File: src/hdl/sdot_pkg.sv
package sdot_pkg;

    localparam int REQ_BITS    = 2;
    localparam int DIR_BITS    = 2;
    localparam int STATUS_BITS = 3;

    localparam logic [DIR_BITS-1:0] DIR_DOWN   = 2'b01;
    localparam int                  DIR_UP_BIT = 1;

    typedef enum logic [REQ_BITS-1:0] {
        REQ_INSERT = 2'd0,
        REQ_REMOVE = 2'd1,
        REQ_MOVE   = 2'd2
    } t_req;

    typedef enum logic [STATUS_BITS-1:0] {
        ST_PLACED    = 3'd0,
        ST_REMOVED   = 3'd1,
        ST_NOT_FOUND = 3'd2,
        ST_FULL      = 3'd3,
        ST_EMPTY     = 3'd4
    } t_status;

endpackage

File: src/hdl/sdot_ram.sv
module sdot_ram #(
    parameter int DEPTH  = 32,
    parameter int ADDR_W = 5,
    parameter int DATA_W = 26
) (
    input  logic              i_clk,
    input  logic              i_rd_en,
    input  logic [ADDR_W-1:0] i_rd_addr,
    output logic [DATA_W-1:0] o_rd_data,
    input  logic              i_wr_en,
    input  logic [ADDR_W-1:0] i_wr_addr,
    input  logic [DATA_W-1:0] i_wr_data
);

    logic [DATA_W-1:0] r_mem [DEPTH];

    always_ff @(posedge i_clk) begin
        if (i_wr_en) begin
            r_mem[i_wr_addr] <= i_wr_data;
        end
    end

    always_ff @(posedge i_clk) begin
        if (i_rd_en) begin
            o_rd_data <= r_mem[i_rd_addr];
        end
    end

endmodule

File: src/hdl/sdot_seq.sv
module sdot_seq
    import sdot_pkg::*;
#(
    parameter  int TABLE_DEPTH = 32,
    parameter  int KEY_BITS    = 16,
    parameter  int ID_BITS     = 10,
    localparam int POS_BITS    = $clog2(TABLE_DEPTH),
    localparam int COUNT_BITS  = $clog2(TABLE_DEPTH + 1),
    localparam int ENTRY_W     = ID_BITS + KEY_BITS
) (
    input  logic                       i_clk,
    input  logic                       i_rst_n,
    input  logic                       i_valid,
    output logic                       o_ready,
    input  logic [REQ_BITS-1:0]        i_kind,
    input  logic [ID_BITS-1:0]         i_id,
    input  logic signed [KEY_BITS-1:0] i_key,
    input  logic [POS_BITS-1:0]        i_start,
    input  logic [DIR_BITS-1:0]        i_dir,
    output logic                       o_valid,
    input  logic                       i_ready,
    output logic [ID_BITS-1:0]         o_id,
    output logic [POS_BITS-1:0]        o_pos,
    output t_status                    o_status,
    output logic                       o_last,
    output logic                       o_rd_en,
    output logic [POS_BITS-1:0]        o_rd_addr,
    input  logic [ENTRY_W-1:0]         i_rd_data,
    output logic                       o_wr_en,
    output logic [POS_BITS-1:0]        o_wr_addr,
    output logic [ENTRY_W-1:0]         o_wr_data
);

    localparam logic [COUNT_BITS-1:0] DEPTH_C = COUNT_BITS'(TABLE_DEPTH);

    typedef enum logic [2:0] {
        S_IDLE,
        S_INS_FIND,
        S_MV_FIND,
        S_SHIFT_UP,
        S_RM_FIND,
        S_SHIFT_DN,
        S_FINAL
    } t_state;

    t_state                      r_state, n_state;
    logic [COUNT_BITS-1:0]       r_count, n_count;
    logic [COUNT_BITS-1:0]       r_k, n_k;
    logic [COUNT_BITS-1:0]       r_end, n_end;
    logic [POS_BITS-1:0]         r_pos, n_pos;
    logic [ENTRY_W-1:0]          r_carry, n_carry;
    logic [ID_BITS-1:0]          r_id, n_id;
    logic signed [KEY_BITS-1:0]  r_key, n_key;
    t_req                        r_kind, n_kind;
    t_status                     r_status, n_status;
    logic                        r_force, n_force;
    logic                        r_ovalid, n_ovalid;
    logic [ID_BITS-1:0]          r_oid, n_oid;
    logic [POS_BITS-1:0]         r_opos, n_opos;
    t_status                     r_ostat, n_ostat;
    logic                        r_olast, n_olast;

    logic                        slot_free;
    logic [ID_BITS-1:0]          rd_id;
    logic signed [KEY_BITS-1:0]  rd_key;
    logic [ENTRY_W-1:0]          new_entry;
    logic [COUNT_BITS-1:0]       kp1, km1, km2, start_ext, sp1, sm1;

    assign slot_free = !r_ovalid || i_ready;
    assign rd_id     = i_rd_data[ID_BITS-1:0];
    assign rd_key    = $signed(i_rd_data[ENTRY_W-1:ID_BITS]);
    assign new_entry = {r_key, r_id};
    assign kp1       = r_k + 1'b1;
    assign km1       = r_k - 1'b1;
    assign km2       = r_k - 2'd2;
    assign start_ext = COUNT_BITS'(i_start);
    assign sp1       = start_ext + 1'b1;
    assign sm1       = start_ext - 1'b1;

    assign o_ready  = (r_state == S_IDLE);
    assign o_valid  = r_ovalid;
    assign o_id     = r_oid;
    assign o_pos    = r_opos;
    assign o_status = r_ostat;
    assign o_last   = r_olast;

    always_comb begin
        n_state   = r_state;
        n_count   = r_count;
        n_k       = r_k;
        n_end     = r_end;
        n_pos     = r_pos;
        n_carry   = r_carry;
        n_id      = r_id;
        n_key     = r_key;
        n_kind    = r_kind;
        n_status  = r_status;
        n_force   = r_force;
        n_ovalid  = r_ovalid && !i_ready;
        n_oid     = r_oid;
        n_opos    = r_opos;
        n_ostat   = r_ostat;
        n_olast   = r_olast;
        o_rd_en   = 1'b0;
        o_rd_addr = kp1[POS_BITS-1:0];
        o_wr_en   = 1'b0;
        o_wr_addr = r_k[POS_BITS-1:0];
        o_wr_data = new_entry;

        case (r_state)
            S_IDLE: begin
                if (i_valid) begin
                    n_id     = i_id;
                    n_key    = i_key;
                    n_kind   = t_req'(i_kind);
                    n_force  = 1'b0;
                    n_pos    = '0;
                    n_status = ST_PLACED;
                    case (t_req'(i_kind))
                        REQ_INSERT: begin
                            if (r_count == DEPTH_C) begin
                                n_status = ST_FULL;
                                n_state  = S_FINAL;
                            end else begin
                                n_k       = '0;
                                n_end     = r_count;
                                o_rd_en   = 1'b1;
                                o_rd_addr = '0;
                                n_state   = S_INS_FIND;
                            end
                        end
                        REQ_REMOVE: begin
                            if (r_count == '0) begin
                                n_status = ST_EMPTY;
                                n_state  = S_FINAL;
                            end else begin
                                n_k       = '0;
                                o_rd_en   = 1'b1;
                                o_rd_addr = '0;
                                n_state   = S_RM_FIND;
                            end
                        end
                        REQ_MOVE: begin
                            if (r_count == '0) begin
                                n_status = ST_EMPTY;
                                n_state  = S_FINAL;
                            end else if (start_ext >= r_count) begin
                                n_status = ST_NOT_FOUND;
                                n_state  = S_FINAL;
                            end else if (i_dir[DIR_UP_BIT]) begin
                                n_k       = start_ext;
                                n_end     = start_ext;
                                o_rd_en   = (start_ext != '0);
                                o_rd_addr = sm1[POS_BITS-1:0];
                                n_state   = S_MV_FIND;
                            end else if (i_dir == DIR_DOWN) begin
                                n_k       = sp1;
                                o_rd_en   = (sp1 < r_count);
                                o_rd_addr = sp1[POS_BITS-1:0];
                                n_state   = S_SHIFT_DN;
                            end else begin
                                n_k     = start_ext;
                                n_end   = start_ext;
                                n_state = S_INS_FIND;
                            end
                        end
                        default: begin
                            n_state = S_IDLE;
                        end
                    endcase
                end
            end
            S_INS_FIND: begin
                if ((r_k == r_end) || r_force || !(r_key > rd_key)) begin
                    o_wr_en = 1'b1;
                    n_pos   = r_k[POS_BITS-1:0];
                    if (r_k == r_end) begin
                        n_state = S_FINAL;
                    end else begin
                        n_carry = i_rd_data;
                        n_k     = kp1;
                        o_rd_en = (kp1 < r_end);
                        n_state = S_SHIFT_UP;
                    end
                end else begin
                    n_k     = kp1;
                    o_rd_en = (kp1 < r_end);
                end
            end
            S_MV_FIND: begin
                if ((r_k == '0) || !(r_key < rd_key)) begin
                    n_force   = 1'b1;
                    o_rd_en   = (r_k != r_end);
                    o_rd_addr = r_k[POS_BITS-1:0];
                    n_state   = S_INS_FIND;
                end else begin
                    n_k       = km1;
                    o_rd_en   = (km1 != '0);
                    o_rd_addr = km2[POS_BITS-1:0];
                end
            end
            S_SHIFT_UP: begin
                if (slot_free) begin
                    o_wr_en   = 1'b1;
                    o_wr_data = r_carry;
                    n_ovalid  = 1'b1;
                    n_oid     = r_carry[ID_BITS-1:0];
                    n_opos    = r_k[POS_BITS-1:0];
                    n_ostat   = ST_PLACED;
                    n_olast   = 1'b0;
                    if (r_k == r_end) begin
                        n_state = S_FINAL;
                    end else begin
                        n_carry = i_rd_data;
                        n_k     = kp1;
                        o_rd_en = (kp1 < r_end);
                    end
                end
            end
            S_RM_FIND: begin
                if (r_k == r_count) begin
                    n_status = ST_NOT_FOUND;
                    n_state  = S_FINAL;
                end else if (rd_id == r_id) begin
                    n_pos    = r_k[POS_BITS-1:0];
                    n_status = ST_REMOVED;
                    n_k      = kp1;
                    o_rd_en  = (kp1 < r_count);
                    n_state  = S_SHIFT_DN;
                end else begin
                    n_k     = kp1;
                    o_rd_en = (kp1 < r_count);
                end
            end
            S_SHIFT_DN: begin
                if ((r_k == r_count) || ((r_kind == REQ_MOVE) && !(r_key > rd_key))) begin
                    if (r_kind == REQ_MOVE) begin
                        o_wr_en   = 1'b1;
                        o_wr_addr = km1[POS_BITS-1:0];
                        n_pos     = km1[POS_BITS-1:0];
                    end
                    n_state = S_FINAL;
                end else if (slot_free) begin
                    o_wr_en   = 1'b1;
                    o_wr_addr = km1[POS_BITS-1:0];
                    o_wr_data = i_rd_data;
                    n_ovalid  = 1'b1;
                    n_oid     = rd_id;
                    n_opos    = km1[POS_BITS-1:0];
                    n_ostat   = ST_PLACED;
                    n_olast   = 1'b0;
                    n_k       = kp1;
                    o_rd_en   = (kp1 < r_count);
                end
            end
            S_FINAL: begin
                if (slot_free) begin
                    n_ovalid = 1'b1;
                    n_oid    = r_id;
                    n_opos   = r_pos;
                    n_ostat  = r_status;
                    n_olast  = 1'b1;
                    if ((r_kind == REQ_INSERT) && (r_status == ST_PLACED)) begin
                        n_count = r_count + 1'b1;
                    end else if (r_status == ST_REMOVED) begin
                        n_count = r_count - 1'b1;
                    end
                    n_state = S_IDLE;
                end
            end
            default: begin
                n_state = S_IDLE;
            end
        endcase
    end

    always_ff @(posedge i_clk) begin
        if (!i_rst_n) begin
            r_state  <= S_IDLE;
            r_count  <= '0;
            r_ovalid <= 1'b0;
        end else begin
            r_state  <= n_state;
            r_count  <= n_count;
            r_ovalid <= n_ovalid;
        end
        r_k      <= n_k;
        r_end    <= n_end;
        r_pos    <= n_pos;
        r_carry  <= n_carry;
        r_id     <= n_id;
        r_key    <= n_key;
        r_kind   <= n_kind;
        r_status <= n_status;
        r_force  <= n_force;
        r_oid    <= n_oid;
        r_opos   <= n_opos;
        r_ostat  <= n_ostat;
        r_olast  <= n_olast;
    end

`ifndef SYNTHESIS
    a_count_bound: assert property (@(posedge i_clk) disable iff (!i_rst_n)
        r_count <= DEPTH_C)
        else $error("entry count beyond table depth");

    a_no_rw_clash: assert property (@(posedge i_clk) disable iff (!i_rst_n)
        !(o_rd_en && o_wr_en && (o_rd_addr == o_wr_addr)))
        else $error("read and write to the same entry in one cycle");

    a_insert_grows: assert property (@(posedge i_clk) disable iff (!i_rst_n)
        (r_state == S_FINAL && slot_free && r_kind == REQ_INSERT && r_status == ST_PLACED)
        |=> (r_count == COUNT_BITS'($past(r_count) + 1'b1)))
        else $error("insert did not grow the table");

    a_final_last: assert property (@(posedge i_clk) disable iff (!i_rst_n)
        (r_state == S_FINAL && slot_free) |=> (r_state == S_IDLE && r_ovalid && r_olast))
        else $error("closing item not marked last");
`endif

endmodule

File: src/hdl/sorted_depth_order_table_unit.sv
// Sorted depth-order table: entity ids kept in ascending order of a signed key.
// Slave stream carries one request per item; tuser is the request kind
// (insert, remove by id, move after key change). Master stream carries one
// item per entry whose position was set or changed, shifted entries first in
// ascending position order, then the entry the request placed or removed;
// tlast marks the final item of a request and tuser holds its status.
// A request walks the table (one read port, one write port) one entry per
// cycle through a read-ahead pipeline while the receiver keeps up; a move up
// walks toward position zero to its new place and then back. The next request
// is taken the cycle after the closing item of the last one is loaded into the
// output register, never while a request is still in progress.
// Reset clears the entry count, the state and the output valid flag only;
// table contents need no clearing pass.
// When the receiver stalls, the walk holds with the pending item in the
// output register and resumes when it is taken.
module sorted_depth_order_table_unit
    import sdot_pkg::*;
#(
    parameter  int TABLE_DEPTH = 32,
    parameter  int KEY_BITS    = 16,
    parameter  int ID_BITS     = 10,
    localparam int POS_BITS    = $clog2(TABLE_DEPTH),
    localparam int IN_W        = ID_BITS + KEY_BITS + POS_BITS + DIR_BITS,
    localparam int IN_TDATA_W  = ((IN_W + 7) / 8) * 8,
    localparam int OUT_W       = ID_BITS + POS_BITS,
    localparam int OUT_TDATA_W = ((OUT_W + 7) / 8) * 8
) (
    input  logic                   i_clk,
    input  logic                   i_rst_n,
    input  logic                   s_axis_tvalid,
    output logic                   s_axis_tready,
    // entity_id, sort_key, start_position, move_direction
    input  logic [IN_TDATA_W-1:0]  s_axis_tdata,
    // req_type
    input  logic [REQ_BITS-1:0]    s_axis_tuser,
    output logic                   m_axis_tvalid,
    input  logic                   m_axis_tready,
    // moved_id, new_position
    output logic [OUT_TDATA_W-1:0] m_axis_tdata,
    // status
    output logic [STATUS_BITS-1:0] m_axis_tuser,
    output logic                   m_axis_tlast
);

    localparam int ENTRY_W = ID_BITS + KEY_BITS;
    localparam int KEY_LO  = ID_BITS;
    localparam int POS_LO  = KEY_LO + KEY_BITS;
    localparam int DIR_LO  = POS_LO + POS_BITS;

    logic [ID_BITS-1:0]         in_id;
    logic signed [KEY_BITS-1:0] in_key;
    logic [POS_BITS-1:0]        in_start;
    logic [DIR_BITS-1:0]        in_dir;
    logic [ID_BITS-1:0]         out_id;
    logic [POS_BITS-1:0]        out_pos;
    t_status                    out_status;
    logic                       rd_en, wr_en;
    logic [POS_BITS-1:0]        rd_addr, wr_addr;
    logic [ENTRY_W-1:0]         rd_data, wr_data;

    assign in_id    = s_axis_tdata[ID_BITS-1:0];
    assign in_key   = $signed(s_axis_tdata[POS_LO-1:KEY_LO]);
    assign in_start = s_axis_tdata[DIR_LO-1:POS_LO];
    assign in_dir   = s_axis_tdata[IN_W-1:DIR_LO];

    assign m_axis_tdata = OUT_TDATA_W'({out_pos, out_id});
    assign m_axis_tuser = out_status;

    sdot_seq #(
        .TABLE_DEPTH (TABLE_DEPTH),
        .KEY_BITS    (KEY_BITS),
        .ID_BITS     (ID_BITS)
    ) u_seq (
        .i_clk     (i_clk),
        .i_rst_n   (i_rst_n),
        .i_valid   (s_axis_tvalid),
        .o_ready   (s_axis_tready),
        .i_kind    (s_axis_tuser),
        .i_id      (in_id),
        .i_key     (in_key),
        .i_start   (in_start),
        .i_dir     (in_dir),
        .o_valid   (m_axis_tvalid),
        .i_ready   (m_axis_tready),
        .o_id      (out_id),
        .o_pos     (out_pos),
        .o_status  (out_status),
        .o_last    (m_axis_tlast),
        .o_rd_en   (rd_en),
        .o_rd_addr (rd_addr),
        .i_rd_data (rd_data),
        .o_wr_en   (wr_en),
        .o_wr_addr (wr_addr),
        .o_wr_data (wr_data)
    );

    sdot_ram #(
        .DEPTH  (TABLE_DEPTH),
        .ADDR_W (POS_BITS),
        .DATA_W (ENTRY_W)
    ) u_ram (
        .i_clk     (i_clk),
        .i_rd_en   (rd_en),
        .i_rd_addr (rd_addr),
        .o_rd_data (rd_data),
        .i_wr_en   (wr_en),
        .i_wr_addr (wr_addr),
        .i_wr_data (wr_data)
    );

endmodule

File: config.mk
export PLATFORM = sky130hd
export DESIGN_NAME = sorted_depth_order_table_unit
export DESIGN_NICKNAME = d
export VERILOG_FILES = /design/src/hdl/sdot_pkg.sv /design/src/hdl/sdot_ram.sv /design/src/hdl/sdot_seq.sv /design/src/hdl/sorted_depth_order_table_unit.sv
export SDC_FILE = /design/constraint.sdc
export NUM_CORES = 1
export LEC_CHECK = 0
export ABC_AREA = 1
export BUFFER_PORTS_ARGS = -buffer_cell sky130_fd_sc_hd__buf_2
export CAP_MARGIN = 5
export CORE_ASPECT_RATIO = 0.5
export CORE_MARGIN = 2
export CORE_UTILIZATION = 38
export CTS_BUF_LIST = sky130_fd_sc_hd__clkbuf_8
export CTS_CLUSTER_DIAMETER = 150
export DETAILED_ROUTE_END_ITERATION = 16
export PLACE_DENSITY_LB_ADDON = 0.3
export SETUP_SLACK_MARGIN = 0.15
export SLEW_MARGIN = 5
export SYNTH_ARGS = -nofsm -noshare
export SYNTH_HDL_FRONTEND = slang
export SYNTH_SLANG_ARGS = --single-unit
File: constraint.sdc
create_clock -name i_clk -period 3.95 [get_ports i_clk]
set_input_delay 1.185 -clock i_clk [delete_from_list [all_inputs] [get_ports i_clk]]
set_output_delay 1.185 -clock i_clk [all_outputs]
set_load 0.02 [all_outputs]
==> summary.md <==
| Metric | Value |
|---|---|
| Run status | `finished clean` |
| Slew at the pin closest to its max-slew limit | `0.9982 ns` |
| Leading cell types in the layout, fill and taps excluded | `sky130_fd_sc_hd__nand2_1, sky130_fd_sc_hd__edfxtp_1, sky130_fd_sc_hd__nand3_1` |
| Combinational share of power | `56.2%` |
| Via count of the first global-routing pass | `31921` |
| DRC Markers | `0` |
| Minimum clock period after layout | `3.763 ns` |
| Seq cells post-synth | `962` |
| Critical Path Start | `u_seq.r_key[3]` |
| Buffer depth of the longest clock path | `3` |
| Share of flip-flops with an asynchronous set or reset after synthesis | `0%` |
| Net count after synthesis | `4569` |
| Layout net count | `4906` |
| Row count | `89` |
| Final weighted congestion in routability-driven placement | `0.9020` |
| Fillcell total | `10860` |
| Data arrival time of the critical path | `4.33 ns` |
| Design area | `53670 um^2` |
| Die ar. | `121200 um^2` |
| IO Pins | `68` |
| Type of the tightest min-delay check | `reg -> reg` |
| Sw Share | `46.74%` |
| Number of routed nets with antenna violations | `0` |
| Die X-Extent | `490.3 um` |
| Global-route usage over all layers | `22.84%` |
| Vias per std cell | `5.248` |
| Total leakage power | `22.31 nW` |
| Relative max-transition margin | `33.20%` |
| Drt first-iter violations | `3914` |
| Insertion delay of the later-clocked pin in the worst-skew pair | `0.87 ns` |
| Total area of multi-input combinational cells | `13300 um^2` |
| Number of I/O port buffers | `59` |
| Share of cells above drive strength 1 | `14.88%` |
| Highest ir drop seen on vdd | `0.0006979 V` |
| TritonRoute pass-1 iters | `8` |
| Clock tree skew after final layout | `0.04161 ns` |
| Sequential fraction of the synthesis area | `64.06%` |
| Synth Cell Area | `44940 um^2` |
| Kind of start point of the critical path | `register` |
| Global-route wire length before repair | `205900 um` |
| Drt total wl | `142700 um` |
| Critical path data required time | `4.51 ns` |
| TritonCTS clock tree | `yes` |
| Number of clock sinks | `962` |
| Area after detailed placement | `50320 um^2` |
| Die Span Y | `247.2 um` |
| HPWL Detailed | `88050 um` |
| Int Power | `26.22 mW` |
| Primary FF master, synth | `sky130_fd_sc_hd__edfxtp_1` |
| Synth warn | `0` |
| FF-to-FF End | `u_ram.r_mem[4][19]` |
| Reg power frac | `28.0%` |
| Post-DR wirelength/cell | `21.93 um` |
| Final-report hold violation count | `0` |
| Worst setup slack after layout | `0.1874 ns` |
| Number of vias after detailed routing | `34157` |
| Final clock period utilization by the worst path | `95.25%` |
| Part of the total power dissipated in the clock network | `15.8%` |
| Final Setup Violations | `0` |
| Destination of the critical timing path | `u_ram.r_mem[4][19]` |
| Depth of the most critical reg-to-reg path | `24` |
| Most common cell after layout, fill and taps aside | `sky130_fd_sc_hd__nand2_1` |
| CTS Buf Count | `148` |
| Clock root buffer | `sky130_fd_sc_hd__clkbuf_8` |
| Post-synth EDFFs | `952` |
| Setup crit end kind | `register` |
| Power density over the cells | `917.2 nW/um^2` |
| Antenna violations before repair | `5` |
| Largest driver fanout on the critical path | `8` |
| Pins over their slew limit | `0` |
| Unrepaired setup endpoints after global routing | `false` |
| Register-to-register setup slack | `0.19 ns` |
| Average cell area after synthesis | `10.06 um^2` |
| Startpoint of the worst register-to-register path | `u_seq.r_key[3]` |
| Maximum number of pins on one net before global-route repair | `95` |
| Instance count of the mapped netlist | `4466` |
| Number of unique standard cell types used by synthesis | `55` |
| Setup WS pre-CTS | `-0.3176 ns` |
| Fmax | `265.8 MHz` |
| Number of levels in the clock H-tree | `4` |
| Leftover overflow at the end of global routing | `0` |
| Placeable core region | `117600 um^2` |
| Synth-to-layout area growth | `19.43%` |
| Sw power | `23.01 mW` |
| Register area | `28790 um^2` |
| Initial standard-cell utilization of the core | `38.22%` |
| Max-cap violation count | `0` |
| CTS clock-pin slew for the worst setup and hold paths | `0.06 ns` |
| Kind of critical path | `reg -> reg` |
-- worst min path at each step --
| stage | from | to | depth (start not counted) |
|---|---|---|---|
| final | u_ram.o_rd_data[15] | u_seq.r_carry[15] | 0 |
| after global routing | s_axis_tdata[11] | u_seq.r_key[1] | 1 |
| after CTS | s_axis_tdata[11] | u_seq.r_key[1] | 1 |
| after detailed placement | u_ram.o_rd_data[15] | u_seq.r_carry[15] | 0 |
| after global placement | u_ram.o_rd_data[15] | u_seq.r_carry[15] | 0 |
| after floorplan | u_ram.o_rd_data[15] | u_seq.r_carry[15] | 0 |
-- logic make-up (layout without fill, tap and decap cells) --
logic type | after synthesis | in the layout | share of synthesized area, %
AOI/OAI and AO/OA | 327 | 327 | 4.274
buffers and inverters | 828 | 1273 | 7.668
xor gates and xnor gates | 14 | 14 | 0.2729
DFF | 962 | 962 | 64.06
other | 1 | 6 | 0.008345
adders and majority gates | 57 | 57 | 1.604
and+or+nand+nor | 2277 | 2277 | 22.11
-- power by group through the flow --
stage	registers, mW	logic (mW)	clock network, mW
6_report	13.8	27.7	7.77
5_1_grt	13.8	30.0	8.34
4_1_cts	13.8	26.9	7.90
3_5_place_dp	14.0	26.8	0
3_3_place_gp	14.0	26.5	0
2_1_floorplan	14.0	15.6	0
-- state kept, by name, summed over array words and instances, names as in the netlist --
| register | count |
|---|---|
| u_seq.r_kind | 2 |
| u_seq.r_id | 10 |
| u_seq.o_last | 1 |
| u_seq.o_pos | 5 |
| u_seq.r_key | 16 |
| u_seq.r_carry | 26 |
| u_seq.o_id | 10 |
| u_ram.r_mem | 832 |
| u_seq.r_end | 6 |
| u_seq.r_status | 3 |
| u_ram.o_rd_data | 26 |
| u_seq.r_force | 1 |
| u_seq.o_valid | 1 |
| u_seq.r_pos | 5 |
| u_seq.r_count | 6 |
| u_seq.o_status | 3 |
| u_seq.r_state | 3 |
| u_seq.r_k | 6 |
-- cells in the mapped netlist (2+ instances only) --
master	n	share of area [%]
sky130_fd_sc_hd__nand3_2	6	0.13
sky130_fd_sc_hd__edfxtp_1	952	64
sky130_fd_sc_hd__nand3b_1	33	0.55
sky130_fd_sc_hd__inv_1	564	4.7
sky130_fd_sc_hd__clkbuf_1	81	0.68
sky130_fd_sc_hd__o211ai_1	21	0.35
sky130_fd_sc_hd__nor4_1	2	0.028
sky130_fd_sc_hd__nor2_1	129	1.1
sky130_fd_sc_hd__a22oi_1	26	0.43
sky130_fd_sc_hd__buf_6	5	0.13
sky130_fd_sc_hd__buf_4	45	0.75
sky130_fd_sc_hd__nand2_1	1181	9.9
sky130_fd_sc_hd__o2111ai_1	9	0.18
sky130_fd_sc_hd__or2_2	2	0.028
sky130_fd_sc_hd__dfxtp_1	10	0.45
sky130_fd_sc_hd__nand3_1	889	9.9
sky130_fd_sc_hd__o221ai_1	8	0.16
sky130_fd_sc_hd__and3_1	2	0.028
sky130_fd_sc_hd__clkinv_1	5	0.042
sky130_fd_sc_hd__ha_1	56	1.6
sky130_fd_sc_hd__nor3_1	2	0.022
sky130_fd_sc_hd__buf_1	16	0.13
sky130_fd_sc_hd__nand2_2	4	0.056
sky130_fd_sc_hd__nor2_4	2	0.050
sky130_fd_sc_hd__o22ai_1	9	0.13
sky130_fd_sc_hd__a21oi_1	39	0.43
sky130_fd_sc_hd__o41ai_1	2	0.039
sky130_fd_sc_hd__inv_2	7	0.058
sky130_fd_sc_hd__xnor2_1	6	0.12
sky130_fd_sc_hd__nor2_2	6	0.084
sky130_fd_sc_hd__nand4_1	16	0.22
sky130_fd_sc_hd__buf_2	105	1.2
sky130_fd_sc_hd__o21a_1	5	0.084
sky130_fd_sc_hd__o21ai_0	143	1.6
sky130_fd_sc_hd__o21ai_1	48	0.53
sky130_fd_sc_hd__a211oi_1	4	0.067
sky130_fd_sc_hd__xor2_1	8	0.16
-- per-layer routing --
layer,GRT usage [%],wire [um]
met4,8.224,3762
met5,0,34
met3,4.665,14020
met2,34.82,62890
met1,32.25,61980
-- through the flow --
step | setup TNS [ns] | std cells | total power, mW | utilization [%] | hold WS [ns]
after floorplan | -20.86 | 4466 | 29.62 | - | 0.4264
after global placement | -10.72 | 6215 | 40.45 | 42.79 | 0.4359
after detailed placement | -11.25 | 6215 | 40.76 | 42.79 | 0.4408
after CTS | 0 | 6479 | 48.60 | 45.13 | 0.4215
after global routing | 0 | 6504 | 52.22 | 45.63 | 0.4641
final | 0 | 6508 | 49.22 | 45.64 | 0.4543
-- final cells by class --
class | instances | share of cell area, %
multi-input combinational | 2676 | 24.77
tap | 1592 | 3.711
antenna | 5 | 0.02331
inverter | 576 | 4.028
clock inverter | 105 | 1.005
sequential | 962 | 53.64
timing repair buffer | 439 | 8.898
clock buffer | 153 | 3.923
-- what timing repair did --
| action | CTS | global route |
|---|---|---|
| pin swaps | 4 | 15 |
| gates resized for setup | 7 | 45 |
| setup buffers | 6 | 13 |
| hold buffers | 0 | 0 |
| setup endpoints to repair | 278 | 962 |
| cloned | 0 | 11 |
-- critical path, stage by stage, from the launching register on --
cell	delay (ns)
sky130_fd_sc_hd__edfxtp_1	0.55
sky130_fd_sc_hd__ha_4	0.35
sky130_fd_sc_hd__nand2_1	0.06
sky130_fd_sc_hd__inv_1	0.05
sky130_fd_sc_hd__nand2_1	0.06
sky130_fd_sc_hd__nand2_2	0.08
sky130_fd_sc_hd__nand2_1	0.05
sky130_fd_sc_hd__nand2_1	0.07
sky130_fd_sc_hd__nand2_2	0.07
sky130_fd_sc_hd__nand3_1	0.11
sky130_fd_sc_hd__nand2_2	0.08
sky130_fd_sc_hd__nand2_1	0.08
sky130_fd_sc_hd__nand2_2	0.08
sky130_fd_sc_hd__nand2_4	0.14
sky130_fd_sc_hd__buf_6	0.12
sky130_fd_sc_hd__buf_4	0.10
sky130_fd_sc_hd__nand3_1	0.06
sky130_fd_sc_hd__o211ai_1	0.26
sky130_fd_sc_hd__buf_4	0.23
sky130_fd_sc_hd__buf_4	0.11
sky130_fd_sc_hd__nand3_2	0.10
sky130_fd_sc_hd__buf_12	0.18
sky130_fd_sc_hd__nor2_4	0.11
sky130_fd_sc_hd__buf_12	0.16
sky130_fd_sc_hd__buf_4	0.20
No activity file was read; power rests on OpenSTA's default activity.
